`src/rtl/ilb_pkg.sv`:
```
package ilb_pkg;

   localparam int CAPACITY = 64;
   localparam int ADDR_W   = $clog2(CAPACITY);
   localparam int CNT_W    = 7;
   localparam int POS_W    = 7;
   localparam int DATA_W   = 32;
   localparam int OP_W     = 4;

   // request word: op, position, data_in; result word: ok, data_out,
   // length, is_empty, front_value, back_value
   localparam int REQ_BITS    = OP_W + POS_W + DATA_W;
   localparam int RSP_BITS    = 1 + DATA_W + CNT_W + 1 + DATA_W + DATA_W;
   localparam int REQ_TDATA_W = ((REQ_BITS + 7) / 8) * 8;
   localparam int RSP_TDATA_W = ((RSP_BITS + 7) / 8) * 8;

   localparam logic [OP_W-1:0] OP_PUSH_FRONT = 4'd0;
   localparam logic [OP_W-1:0] OP_PUSH_BACK  = 4'd1;
   localparam logic [OP_W-1:0] OP_POP_FRONT  = 4'd2;
   localparam logic [OP_W-1:0] OP_POP_BACK   = 4'd3;
   localparam logic [OP_W-1:0] OP_INSERT     = 4'd4;
   localparam logic [OP_W-1:0] OP_REMOVE     = 4'd5;
   localparam logic [OP_W-1:0] OP_GET        = 4'd6;
   localparam logic [OP_W-1:0] OP_SET        = 4'd7;
   localparam logic [OP_W-1:0] OP_CLEAR      = 4'd8;

   // slot read address select
   localparam logic [2:0] RD_TARGET = 3'd0;
   localparam logic [2:0] RD_BELOW  = 3'd1;
   localparam logic [2:0] RD_ABOVE  = 3'd2;
   localparam logic [2:0] RD_FIRST  = 3'd3;
   localparam logic [2:0] RD_LAST   = 3'd4;

   // slot write select
   localparam logic WR_SHIFT = 1'b0;
   localparam logic WR_INPUT = 1'b1;

   typedef struct packed {
      logic       capture;
      logic       rd_en;
      logic [2:0] rd_sel;
      logic       wr_en;
      logic       wr_sel;
      logic       idx_load_count;
      logic       idx_load_target;
      logic       idx_dec;
      logic       idx_inc;
      logic       cnt_inc;
      logic       cnt_dec;
      logic       cnt_clr;
      logic       dout_load;
      logic       front_load;
      logic       back_load;
      logic       result_load;
      logic       ok;
   } cmd_type;

   typedef struct packed {
      logic [OP_W-1:0] op;
      logic            full;
      logic            target_le_count;
      logic            target_lt_count;
      logic            idx_gt_target;
      logic            idx_next_lt_count;
      logic            out_free;
   } sts_type;

endpackage

```
`src/rtl/indexed_list_buffer_core.sv`:
```
// Channel   Direction  Ports                      Payload
// request   in         req_tvalid/tready/tdata    op, position, data_in
// response  out        rsp_tvalid/tready/tdata    ok, data_out, length, is_empty,
//                                                 front_value, back_value
//
// One request at a time; a single-port slot memory (one read, one write per
// cycle) sets the pace: each entry moved by the shift takes one read and
// one write, and front and back are read again after an insert, remove or set.
// Reset (synchronous) empties the list; slot contents need no clearing.
// A finished response waits in the output register; the next request is
// taken while it waits, and a stalled rsp_tready holds the engine only at
// its final step.
module indexed_list_buffer_core (
   input  logic                            clock,
   input  logic                            reset,
   input  logic                            req_tvalid,
   output logic                            req_tready,
   // [3:0] op, [10:4] position, [42:11] data_in, upper bits zero
   input  logic [ilb_pkg::REQ_TDATA_W-1:0] req_tdata,
   output logic                            rsp_tvalid,
   input  logic                            rsp_tready,
   // [0] ok, [32:1] data_out, [39:33] length, [40] is_empty,
   // [72:41] front_value, [104:73] back_value, upper bits zero
   output logic [ilb_pkg::RSP_TDATA_W-1:0] rsp_tdata
);

   localparam int POS_LO  = ilb_pkg::OP_W;
   localparam int DIN_LO  = POS_LO + ilb_pkg::POS_W;

   ilb_pkg::cmd_type cmd;
   ilb_pkg::sts_type sts;

   logic                          rsp_ok;
   logic [ilb_pkg::DATA_W-1:0]    rsp_data_out;
   logic [ilb_pkg::CNT_W-1:0]     rsp_length;
   logic                          rsp_is_empty;
   logic [ilb_pkg::DATA_W-1:0]    rsp_front_value;
   logic [ilb_pkg::DATA_W-1:0]    rsp_back_value;

   // sequence each request: decode, shift loop, front/back refresh, respond
   ilb_ctrl u_ctrl (
      .clock     (clock),
      .reset     (reset),
      .req_valid (req_tvalid),
      .req_ready (req_tready),
      .sts       (sts),
      .cmd       (cmd)
   );

   // slot memory, count, cached ends and the response register
   ilb_datapath u_datapath (
      .clock           (clock),
      .reset           (reset),
      .cmd             (cmd),
      .sts             (sts),
      .req_op          (req_tdata[POS_LO-1:0]),
      .req_position    (req_tdata[DIN_LO-1:POS_LO]),
      .req_data_in     (req_tdata[DIN_LO+ilb_pkg::DATA_W-1:DIN_LO]),
      .rsp_ready       (rsp_tready),
      .rsp_valid       (rsp_tvalid),
      .rsp_ok          (rsp_ok),
      .rsp_data_out    (rsp_data_out),
      .rsp_length      (rsp_length),
      .rsp_is_empty    (rsp_is_empty),
      .rsp_front_value (rsp_front_value),
      .rsp_back_value  (rsp_back_value)
   );

   // pack the response word, first field lowest
   assign rsp_tdata = ilb_pkg::RSP_TDATA_W'({rsp_back_value, rsp_front_value, rsp_is_empty,
                                             rsp_length, rsp_data_out, rsp_ok});

endmodule

```
`src/rtl/ilb_ctrl.sv`:
```
module ilb_ctrl (
   input  logic             clock,
   input  logic             reset,
   input  logic             req_valid,
   output logic             req_ready,
   input  ilb_pkg::sts_type sts,
   output ilb_pkg::cmd_type cmd
);

   localparam logic [3:0] S_IDLE    = 4'd0;
   localparam logic [3:0] S_DECODE  = 4'd1;
   localparam logic [3:0] S_INS_CHK = 4'd2;
   localparam logic [3:0] S_INS_WR  = 4'd3;
   localparam logic [3:0] S_RM_CAP  = 4'd4;
   localparam logic [3:0] S_RM_CHK  = 4'd5;
   localparam logic [3:0] S_RM_WR   = 4'd6;
   localparam logic [3:0] S_GET_CAP = 4'd7;
   localparam logic [3:0] S_REF0    = 4'd8;
   localparam logic [3:0] S_REF1    = 4'd9;
   localparam logic [3:0] S_REF2    = 4'd10;
   localparam logic [3:0] S_RESULT  = 4'd11;

   logic [3:0] state_ff, state_in;
   logic       ok_ff, ok_in;

   assign req_ready = (state_ff == S_IDLE) && !reset;

   always_comb begin
      state_in = state_ff;
      ok_in    = ok_ff;
      cmd      = '0;
      cmd.ok   = ok_ff;
      case (state_ff)
         S_IDLE: begin
            if (req_valid && !reset) begin
               cmd.capture = 1'b1;
               state_in    = S_DECODE;
            end
         end
         S_DECODE: begin
            ok_in    = 1'b0;
            state_in = S_RESULT;
            case (sts.op)
               ilb_pkg::OP_PUSH_FRONT, ilb_pkg::OP_PUSH_BACK, ilb_pkg::OP_INSERT: begin
                  if (!sts.full && sts.target_le_count) begin
                     ok_in              = 1'b1;
                     cmd.idx_load_count = 1'b1;
                     state_in           = S_INS_CHK;
                  end
               end
               ilb_pkg::OP_POP_FRONT, ilb_pkg::OP_POP_BACK, ilb_pkg::OP_REMOVE: begin
                  if (sts.target_lt_count) begin
                     ok_in               = 1'b1;
                     cmd.rd_en           = 1'b1;
                     cmd.rd_sel          = ilb_pkg::RD_TARGET;
                     cmd.idx_load_target = 1'b1;
                     state_in            = S_RM_CAP;
                  end
               end
               ilb_pkg::OP_GET: begin
                  if (sts.target_lt_count) begin
                     ok_in      = 1'b1;
                     cmd.rd_en  = 1'b1;
                     cmd.rd_sel = ilb_pkg::RD_TARGET;
                     state_in   = S_GET_CAP;
                  end
               end
               ilb_pkg::OP_SET: begin
                  if (sts.target_lt_count) begin
                     ok_in      = 1'b1;
                     cmd.wr_en  = 1'b1;
                     cmd.wr_sel = ilb_pkg::WR_INPUT;
                     state_in   = S_REF0;
                  end
               end
               ilb_pkg::OP_CLEAR: begin
                  ok_in       = 1'b1;
                  cmd.cnt_clr = 1'b1;
               end
               default: begin
                  ok_in = 1'b0;
               end
            endcase
         end
         S_INS_CHK: begin
            if (sts.idx_gt_target) begin
               cmd.rd_en  = 1'b1;
               cmd.rd_sel = ilb_pkg::RD_BELOW;
               state_in   = S_INS_WR;
            end else begin
               cmd.wr_en   = 1'b1;
               cmd.wr_sel  = ilb_pkg::WR_INPUT;
               cmd.cnt_inc = 1'b1;
               state_in    = S_REF0;
            end
         end
         S_INS_WR: begin
            cmd.wr_en   = 1'b1;
            cmd.wr_sel  = ilb_pkg::WR_SHIFT;
            cmd.idx_dec = 1'b1;
            state_in    = S_INS_CHK;
         end
         S_RM_CAP: begin
            cmd.dout_load = 1'b1;
            state_in      = S_RM_CHK;
         end
         S_RM_CHK: begin
            if (sts.idx_next_lt_count) begin
               cmd.rd_en  = 1'b1;
               cmd.rd_sel = ilb_pkg::RD_ABOVE;
               state_in   = S_RM_WR;
            end else begin
               cmd.cnt_dec = 1'b1;
               state_in    = S_REF0;
            end
         end
         S_RM_WR: begin
            cmd.wr_en   = 1'b1;
            cmd.wr_sel  = ilb_pkg::WR_SHIFT;
            cmd.idx_inc = 1'b1;
            state_in    = S_RM_CHK;
         end
         S_GET_CAP: begin
            cmd.dout_load = 1'b1;
            state_in      = S_RESULT;
         end
         S_REF0: begin
            cmd.rd_en  = 1'b1;
            cmd.rd_sel = ilb_pkg::RD_FIRST;
            state_in   = S_REF1;
         end
         S_REF1: begin
            cmd.front_load = 1'b1;
            cmd.rd_en      = 1'b1;
            cmd.rd_sel     = ilb_pkg::RD_LAST;
            state_in       = S_REF2;
         end
         S_REF2: begin
            cmd.back_load = 1'b1;
            state_in      = S_RESULT;
         end
         S_RESULT: begin
            if (sts.out_free) begin
               cmd.result_load = 1'b1;
               state_in        = S_IDLE;
            end
         end
         default: begin
            state_in = S_IDLE;
         end
      endcase
   end

   always_ff @(posedge clock) begin
      if (reset) begin
         state_ff <= S_IDLE;
         ok_ff    <= 1'b0;
      end else begin
         state_ff <= state_in;
         ok_ff    <= ok_in;
      end
   end

endmodule

```
`src/rtl/ilb_datapath.sv`:
```
module ilb_datapath (
   input  logic                             clock,
   input  logic                             reset,
   input  ilb_pkg::cmd_type                 cmd,
   output ilb_pkg::sts_type                 sts,
   input  logic [ilb_pkg::OP_W-1:0]         req_op,
   input  logic [ilb_pkg::POS_W-1:0]        req_position,
   input  logic [ilb_pkg::DATA_W-1:0]       req_data_in,
   input  logic                             rsp_ready,
   output logic                             rsp_valid,
   output logic                             rsp_ok,
   output logic [ilb_pkg::DATA_W-1:0]       rsp_data_out,
   output logic [ilb_pkg::CNT_W-1:0]        rsp_length,
   output logic                             rsp_is_empty,
   output logic [ilb_pkg::DATA_W-1:0]       rsp_front_value,
   output logic [ilb_pkg::DATA_W-1:0]       rsp_back_value
);

   logic [ilb_pkg::DATA_W-1:0] slots [ilb_pkg::CAPACITY];

   logic [ilb_pkg::OP_W-1:0]   op_ff;
   logic [ilb_pkg::POS_W-1:0]  pos_ff;
   logic [ilb_pkg::DATA_W-1:0] din_ff;
   logic [ilb_pkg::DATA_W-1:0] dout_ff;
   logic [ilb_pkg::DATA_W-1:0] rdata_ff;
   logic [ilb_pkg::DATA_W-1:0] front_ff;
   logic [ilb_pkg::DATA_W-1:0] back_ff;
   logic [ilb_pkg::CNT_W-1:0]  count_ff;
   logic [ilb_pkg::CNT_W-1:0]  idx_ff;
   logic                       rsp_valid_ff;

   logic [ilb_pkg::CNT_W-1:0]  target;
   logic [ilb_pkg::CNT_W-1:0]  count_m1;
   logic [ilb_pkg::CNT_W:0]    idx_p1;
   logic [ilb_pkg::CNT_W-1:0]  rd_pos;
   logic [ilb_pkg::CNT_W-1:0]  wr_pos;
   logic [ilb_pkg::DATA_W-1:0] wr_data;
   logic                       empty;

   assign count_m1 = count_ff - 1'b1;
   assign idx_p1   = {1'b0, idx_ff} + 1'b1;
   assign empty    = (count_ff == '0);

   // element index the request works on
   always_comb begin
      case (op_ff)
         ilb_pkg::OP_PUSH_FRONT, ilb_pkg::OP_POP_FRONT: target = '0;
         ilb_pkg::OP_PUSH_BACK:                         target = count_ff;
         ilb_pkg::OP_POP_BACK:                          target = count_m1;
         default:                                       target = pos_ff;
      endcase
   end

   always_comb begin
      case (cmd.rd_sel)
         ilb_pkg::RD_BELOW: rd_pos = idx_ff - 1'b1;
         ilb_pkg::RD_ABOVE: rd_pos = idx_p1[ilb_pkg::CNT_W-1:0];
         ilb_pkg::RD_FIRST: rd_pos = '0;
         ilb_pkg::RD_LAST:  rd_pos = count_m1;
         default:           rd_pos = target;
      endcase
   end

   assign wr_pos  = (cmd.wr_sel == ilb_pkg::WR_INPUT) ? target : idx_ff;
   assign wr_data = (cmd.wr_sel == ilb_pkg::WR_INPUT) ? din_ff : rdata_ff;

   always_comb begin
      sts.op                = op_ff;
      sts.full              = (count_ff == ilb_pkg::CNT_W'(ilb_pkg::CAPACITY));
      sts.target_le_count   = (target <= count_ff);
      sts.target_lt_count   = (target < count_ff);
      sts.idx_gt_target     = (idx_ff > target);
      sts.idx_next_lt_count = (idx_p1 < {1'b0, count_ff});
      sts.out_free          = !rsp_valid_ff || rsp_ready;
   end

   // slot store: one read, one write a cycle, registered read
   always_ff @(posedge clock) begin
      if (cmd.rd_en) begin
         rdata_ff <= slots[rd_pos[ilb_pkg::ADDR_W-1:0]];
      end
      if (cmd.wr_en) begin
         slots[wr_pos[ilb_pkg::ADDR_W-1:0]] <= wr_data;
      end
   end

   always_ff @(posedge clock) begin
      if (cmd.capture) begin
         op_ff   <= req_op;
         pos_ff  <= req_position;
         din_ff  <= req_data_in;
         dout_ff <= '0;
      end else if (cmd.dout_load) begin
         dout_ff <= rdata_ff;
      end
      if (cmd.idx_load_count) begin
         idx_ff <= count_ff;
      end else if (cmd.idx_load_target) begin
         idx_ff <= target;
      end else if (cmd.idx_dec) begin
         idx_ff <= idx_ff - 1'b1;
      end else if (cmd.idx_inc) begin
         idx_ff <= idx_p1[ilb_pkg::CNT_W-1:0];
      end
      if (cmd.front_load) begin
         front_ff <= rdata_ff;
      end
      if (cmd.back_load) begin
         back_ff <= rdata_ff;
      end
   end

   always_ff @(posedge clock) begin
      if (reset) begin
         count_ff <= '0;
      end else if (cmd.cnt_clr) begin
         count_ff <= '0;
      end else if (cmd.cnt_inc) begin
         count_ff <= count_ff + 1'b1;
      end else if (cmd.cnt_dec) begin
         count_ff <= count_m1;
      end
   end

   // output register
   always_ff @(posedge clock) begin
      if (reset) begin
         rsp_valid_ff <= 1'b0;
      end else if (cmd.result_load) begin
         rsp_valid_ff <= 1'b1;
      end else if (rsp_ready) begin
         rsp_valid_ff <= 1'b0;
      end
   end

   always_ff @(posedge clock) begin
      if (cmd.result_load) begin
         rsp_ok          <= cmd.ok;
         rsp_data_out    <= dout_ff;
         rsp_length      <= count_ff;
         rsp_is_empty    <= empty;
         rsp_front_value <= empty ? '0 : front_ff;
         rsp_back_value  <= empty ? '0 : back_ff;
      end
   end

   assign rsp_valid = rsp_valid_ff;

endmodule
```
`config.mk`:
```
export PLATFORM = sky130hd
export DESIGN_NAME = indexed_list_buffer_core
export DESIGN_NICKNAME = d
export VERILOG_FILES = /design/src/rtl/ilb_pkg.sv /design/src/rtl/indexed_list_buffer_core.sv /design/src/rtl/ilb_ctrl.sv /design/src/rtl/ilb_datapath.sv
export SDC_FILE = /design/constraint.sdc
export NUM_CORES = 2
export LEC_CHECK = 0
export ABC_AREA = 1
export BUFFER_PORTS_ARGS = -buffer_cell sky130_fd_sc_hd__buf_2
export CORE_MARGIN = 2
export CORE_UTILIZATION = 45
export DETAILED_ROUTE_END_ITERATION = 8
export PLACE_DENSITY = 0.59
export SYNTH_ARGS = -nofsm -noshare
export SYNTH_HDL_FRONTEND = slang
export SYNTH_SLANG_ARGS = --single-unit
```
`constraint.sdc`:
```
create_clock -name clock -period 6.9 [get_ports clock]
set_input_delay 0.345 -clock clock [delete_from_list [all_inputs] [get_ports clock]]
set_output_delay 0.345 -clock clock [all_outputs]
set_load 0.005 [all_outputs]
```
==> flow_summary.ini <==
[setup_path]
crit_path_top_delay_cell = nand4_1
critPathLaunchType = flop
cp_max_fo = 21
path_cells = inv_1 -> ha_1 -> xnor2_1 -> nor2_1 -> o22ai_1 -> inv_1 -> ha_1 -> nand2_1 -> o21a_1 -> o221ai_1 -> nor2_1 -> inv_1 -> nor2_1 -> nor2_4 -> inv_1 -> o21ai_1 -> nand4_1 -> buf_4 -> nor2_4 -> buf_12
crit_type = flop to flop
cp.required_ps = 7460
cp.arrival_ps = 6780
crit_path_max_incr_delay_ps = 730
path_common_cell = inv_1
worstSetupEndpointType = flop

[global_route]
grt_first_pass_wirelength_mm = 403
grt_overflow = 0
grt_max_degree = 180
antenna_found_initial = 3
grt_usage_pct = 23.0
grt_pass1_vias = 63463

[drt]
wirelength_mm = 269
first_pass_iters = 6
wire_per_inst_um = 21.9
drt.antenna.violating_nets = 0
vias_per_cell = 5.44
vias = 66965
drc = 0
drt-initial-drc-count = 7014

[floorplan]
die_y_um = 480
die_area_um2 = 231000
dieWidth_um = 480
core-area_um2 = 225000
io_pins = 166
start_util_pct = 45.4
core.rowCount = 174

[cts]
cts_max_level = 4
cts_resized = 0
cts_tree = yes
clkLatencyLatePin_ps = 890
cts_sinks = 2344
root_buffer = clkbuf_16
clk_pin_slew_ps = 70
cts_buffer_depth = 3
cts_made_buffers = 233

[layout]
nets = 9181
drive_gt1_share_pct = 9.12
nFillCells = 19401
post-route-util_pct = 51.2
area_growth_pct = 12.9

[synthesis]
syn-cell-area_um2 = 102000
yosys.area.top_type = edfxtp_1
yosys_warnings = 0
synthArstFlopShare_pct = 0
ys_top_cells_by_area = edfxtp_1, nand3_1, nand3b_1
postSynthCellCount = 9037
synth_edf_count = 2299
synth_flop_cell = edfxtp_1
avgSynthCellArea_um2 = 11.3
yosys_register_bits = 2344
ys_types = 47
synth_seq_area_share_pct = 68.5
synthDominantCellAreaShare_pct = 67.6

[pwr]
peakVddDrop_mv = 0.511
swShare_pct = 41.7
p_total_uw = 54600
p_leak_uw = 0.0441
intPower_uw = 31800
clockPowerShare_pct = 23.3
combPwrFrac_pct = 41.8
p_seq_share_pct = 34.9
p_sw_uw = 22800
p_per_area_nw_per_um2 = 474

[sta]
finalClockSkew_ps = 57.8
tns_ps = 0
slew_headroom_pct = 11.5
rsz0062_at_grt = false
finalMaxSlewViolations = 0
min_period_ps = 6220
fin_crit_sh_pct = 90.2
final_hold_viol_count = 0
setup_viol = 0
fmaxAchievable_ghz = 0.161
tightest_slew_ps = 1330

[place]
place.gp.congestion = 0.877
io_buffers = 153
dp.final_hpwl_mm = 149

[job]
drv_cap = 0

[hold_path]
min_path_type = primary input to flop

[run_status]
outcome = complete, no violations
[worst max-delay path, delay by kind of cell (launching register included)]
kind | cells | cell delay [ps]
AO/OA/AOI/OAI | 4 | 1430
XOR/XNOR | 1 | 210
buffers and inverters | 6 | 1370
AND/OR/NAND/NOR | 7 | 1640
adder cells (fa/ha/maj) | 2 | 670
flip-flops | 1 | 570
[power groups by stage]
| stage | combinational (µW) | clock (µW) | sequential [µW] |
|---|---|---|---|
| final | 22800 | 12700 | 19100 |
| after global routing | 24900 | 13500 | 19100 |
| after CTS | 22700 | 13000 | 19100 |
| after detailed placement | 22600 | 0 | 19400 |
| after global placement | 22300 | 0 | 19300 |
| after floorplan | 14400 | 0 | 19200 |
[cells in the mapped netlist (3+ instances only)]
cell / number
a21oi_1: 55
a31oi_1: 6
buf_1: 18
buf_2: 495
buf_4: 18
buf_6: 5
clkbuf_1: 61
clkinv_1: 3
dfxtp_1: 45
edfxtp_1: 2299
ha_1: 21
inv_1: 1278
inv_2: 11
nand2_1: 1423
nand2_2: 3
nand3_1: 2238
nand3b_1: 759
nand4_1: 16
nor2_1: 184
nor2_2: 3
nor2_4: 3
nor3_1: 9
o211ai_1: 5
o21ai_0: 30
o21ai_1: 4
o221ai_1: 3
o22ai_1: 4
xor2_1: 14
[metal layers]
metal / up-vias / share of wire, % / global-route usage [%]
li1: 31242 / - / -
met1: 32907 / 44 / 33.1
met2: 2433 / 47 / 37.0
met3: 383 / 7.2 / 3.48
met4: 0 / 2.0 / 5.39
met5: - / 0 / 0
[state kept, by name, indices dropped and copies added, names as in the netlist, 32 cells and up]
signal / count
u_datapath.front_ff: 32
u_datapath.rsp_data_out: 32
u_datapath.rdata_ff: 32
u_datapath.back_ff: 32
u_datapath.rsp_back_value: 32
u_datapath.din_ff: 32
u_datapath.rsp_front_value: 32
u_datapath.slots: 2048
u_datapath.dout_ff: 32
[per-stage QoR]
stage	hold WS [ps]	cells	cell area [µm²]	worst slack, ps
finish	199	12304	115000	675
global placement	414	11818	107000	965
global route	171	12304	115000	319
floorplan	403	9043	102000	1280
CTS	132	12303	115000	873
detailed placement	415	11818	107000	894
[layout by cell type (no fill, tap or decap), drive strengths merged, types with 56 or more instances in the layout]
cell and instances:
clkbuf 284, a21oi 56, nand3b 760, buf 380
nand2 1428, nand3 2242, edfxtp 2299, inv 1293
nor2 190, clkinv 118
[kinds of logic (layout without fill, tap and decap cells)]
kind of cell / after synthesis / after routing / synth area share (%)
AOI/OAI and AO/OA: 120 / 120 / 0.677
xor gates and xnor gates: 15 / 15 / 0.129
adders and majority gates: 21 / 21 / 0.257
buffers and inverters: 1889 / 2157 / 7.66
DFF: 2344 / 2344 / 68.5
other: 1 / 8 / 0.00367
and+or+nand+nor: 4647 / 4647 / 22.8
[final cells by class]
cell class                 count  area [µm²]  area share, %
antenna                        1        2.50        0.00217
sequential                  2344       69900           60.7
tap                         2992        3740           3.25
clock buffer                 284        6060           5.26
multi-input combinational   4810       25000           21.7
timing repair buffer         427        3990           3.46
inverter                    1292        4860           4.22
clock inverter               154        1620           1.40
[timing repair]
action | 4_1_cts | 5_1_grt
hold buffers | 47 | 0
setup buffers | 0 | 0
hold endpoints to repair | 52 | 0
[final timing paths]
path                                        from  slack, ps  cells after the start                               endpoint
max          u_datapath.count_ff[1]$_SDFFE_PP0P_        680                     20     u_datapath.slots[33][20]$_DFFE_PP_
min                                   rsp_tready        200                      3  u_datapath.rsp_data_out[10]$_DFFE_PP_
max reg2reg  u_datapath.count_ff[1]$_SDFFE_PP0P_        680                     20     u_datapath.slots[33][20]$_DFFE_PP_
min reg2reg  u_datapath.dout_ff[24]$_SDFFE_PP0P_        400                      0  u_datapath.rsp_data_out[24]$_DFFE_PP_
No activity file was read; power rests on OpenSTA's default activity.
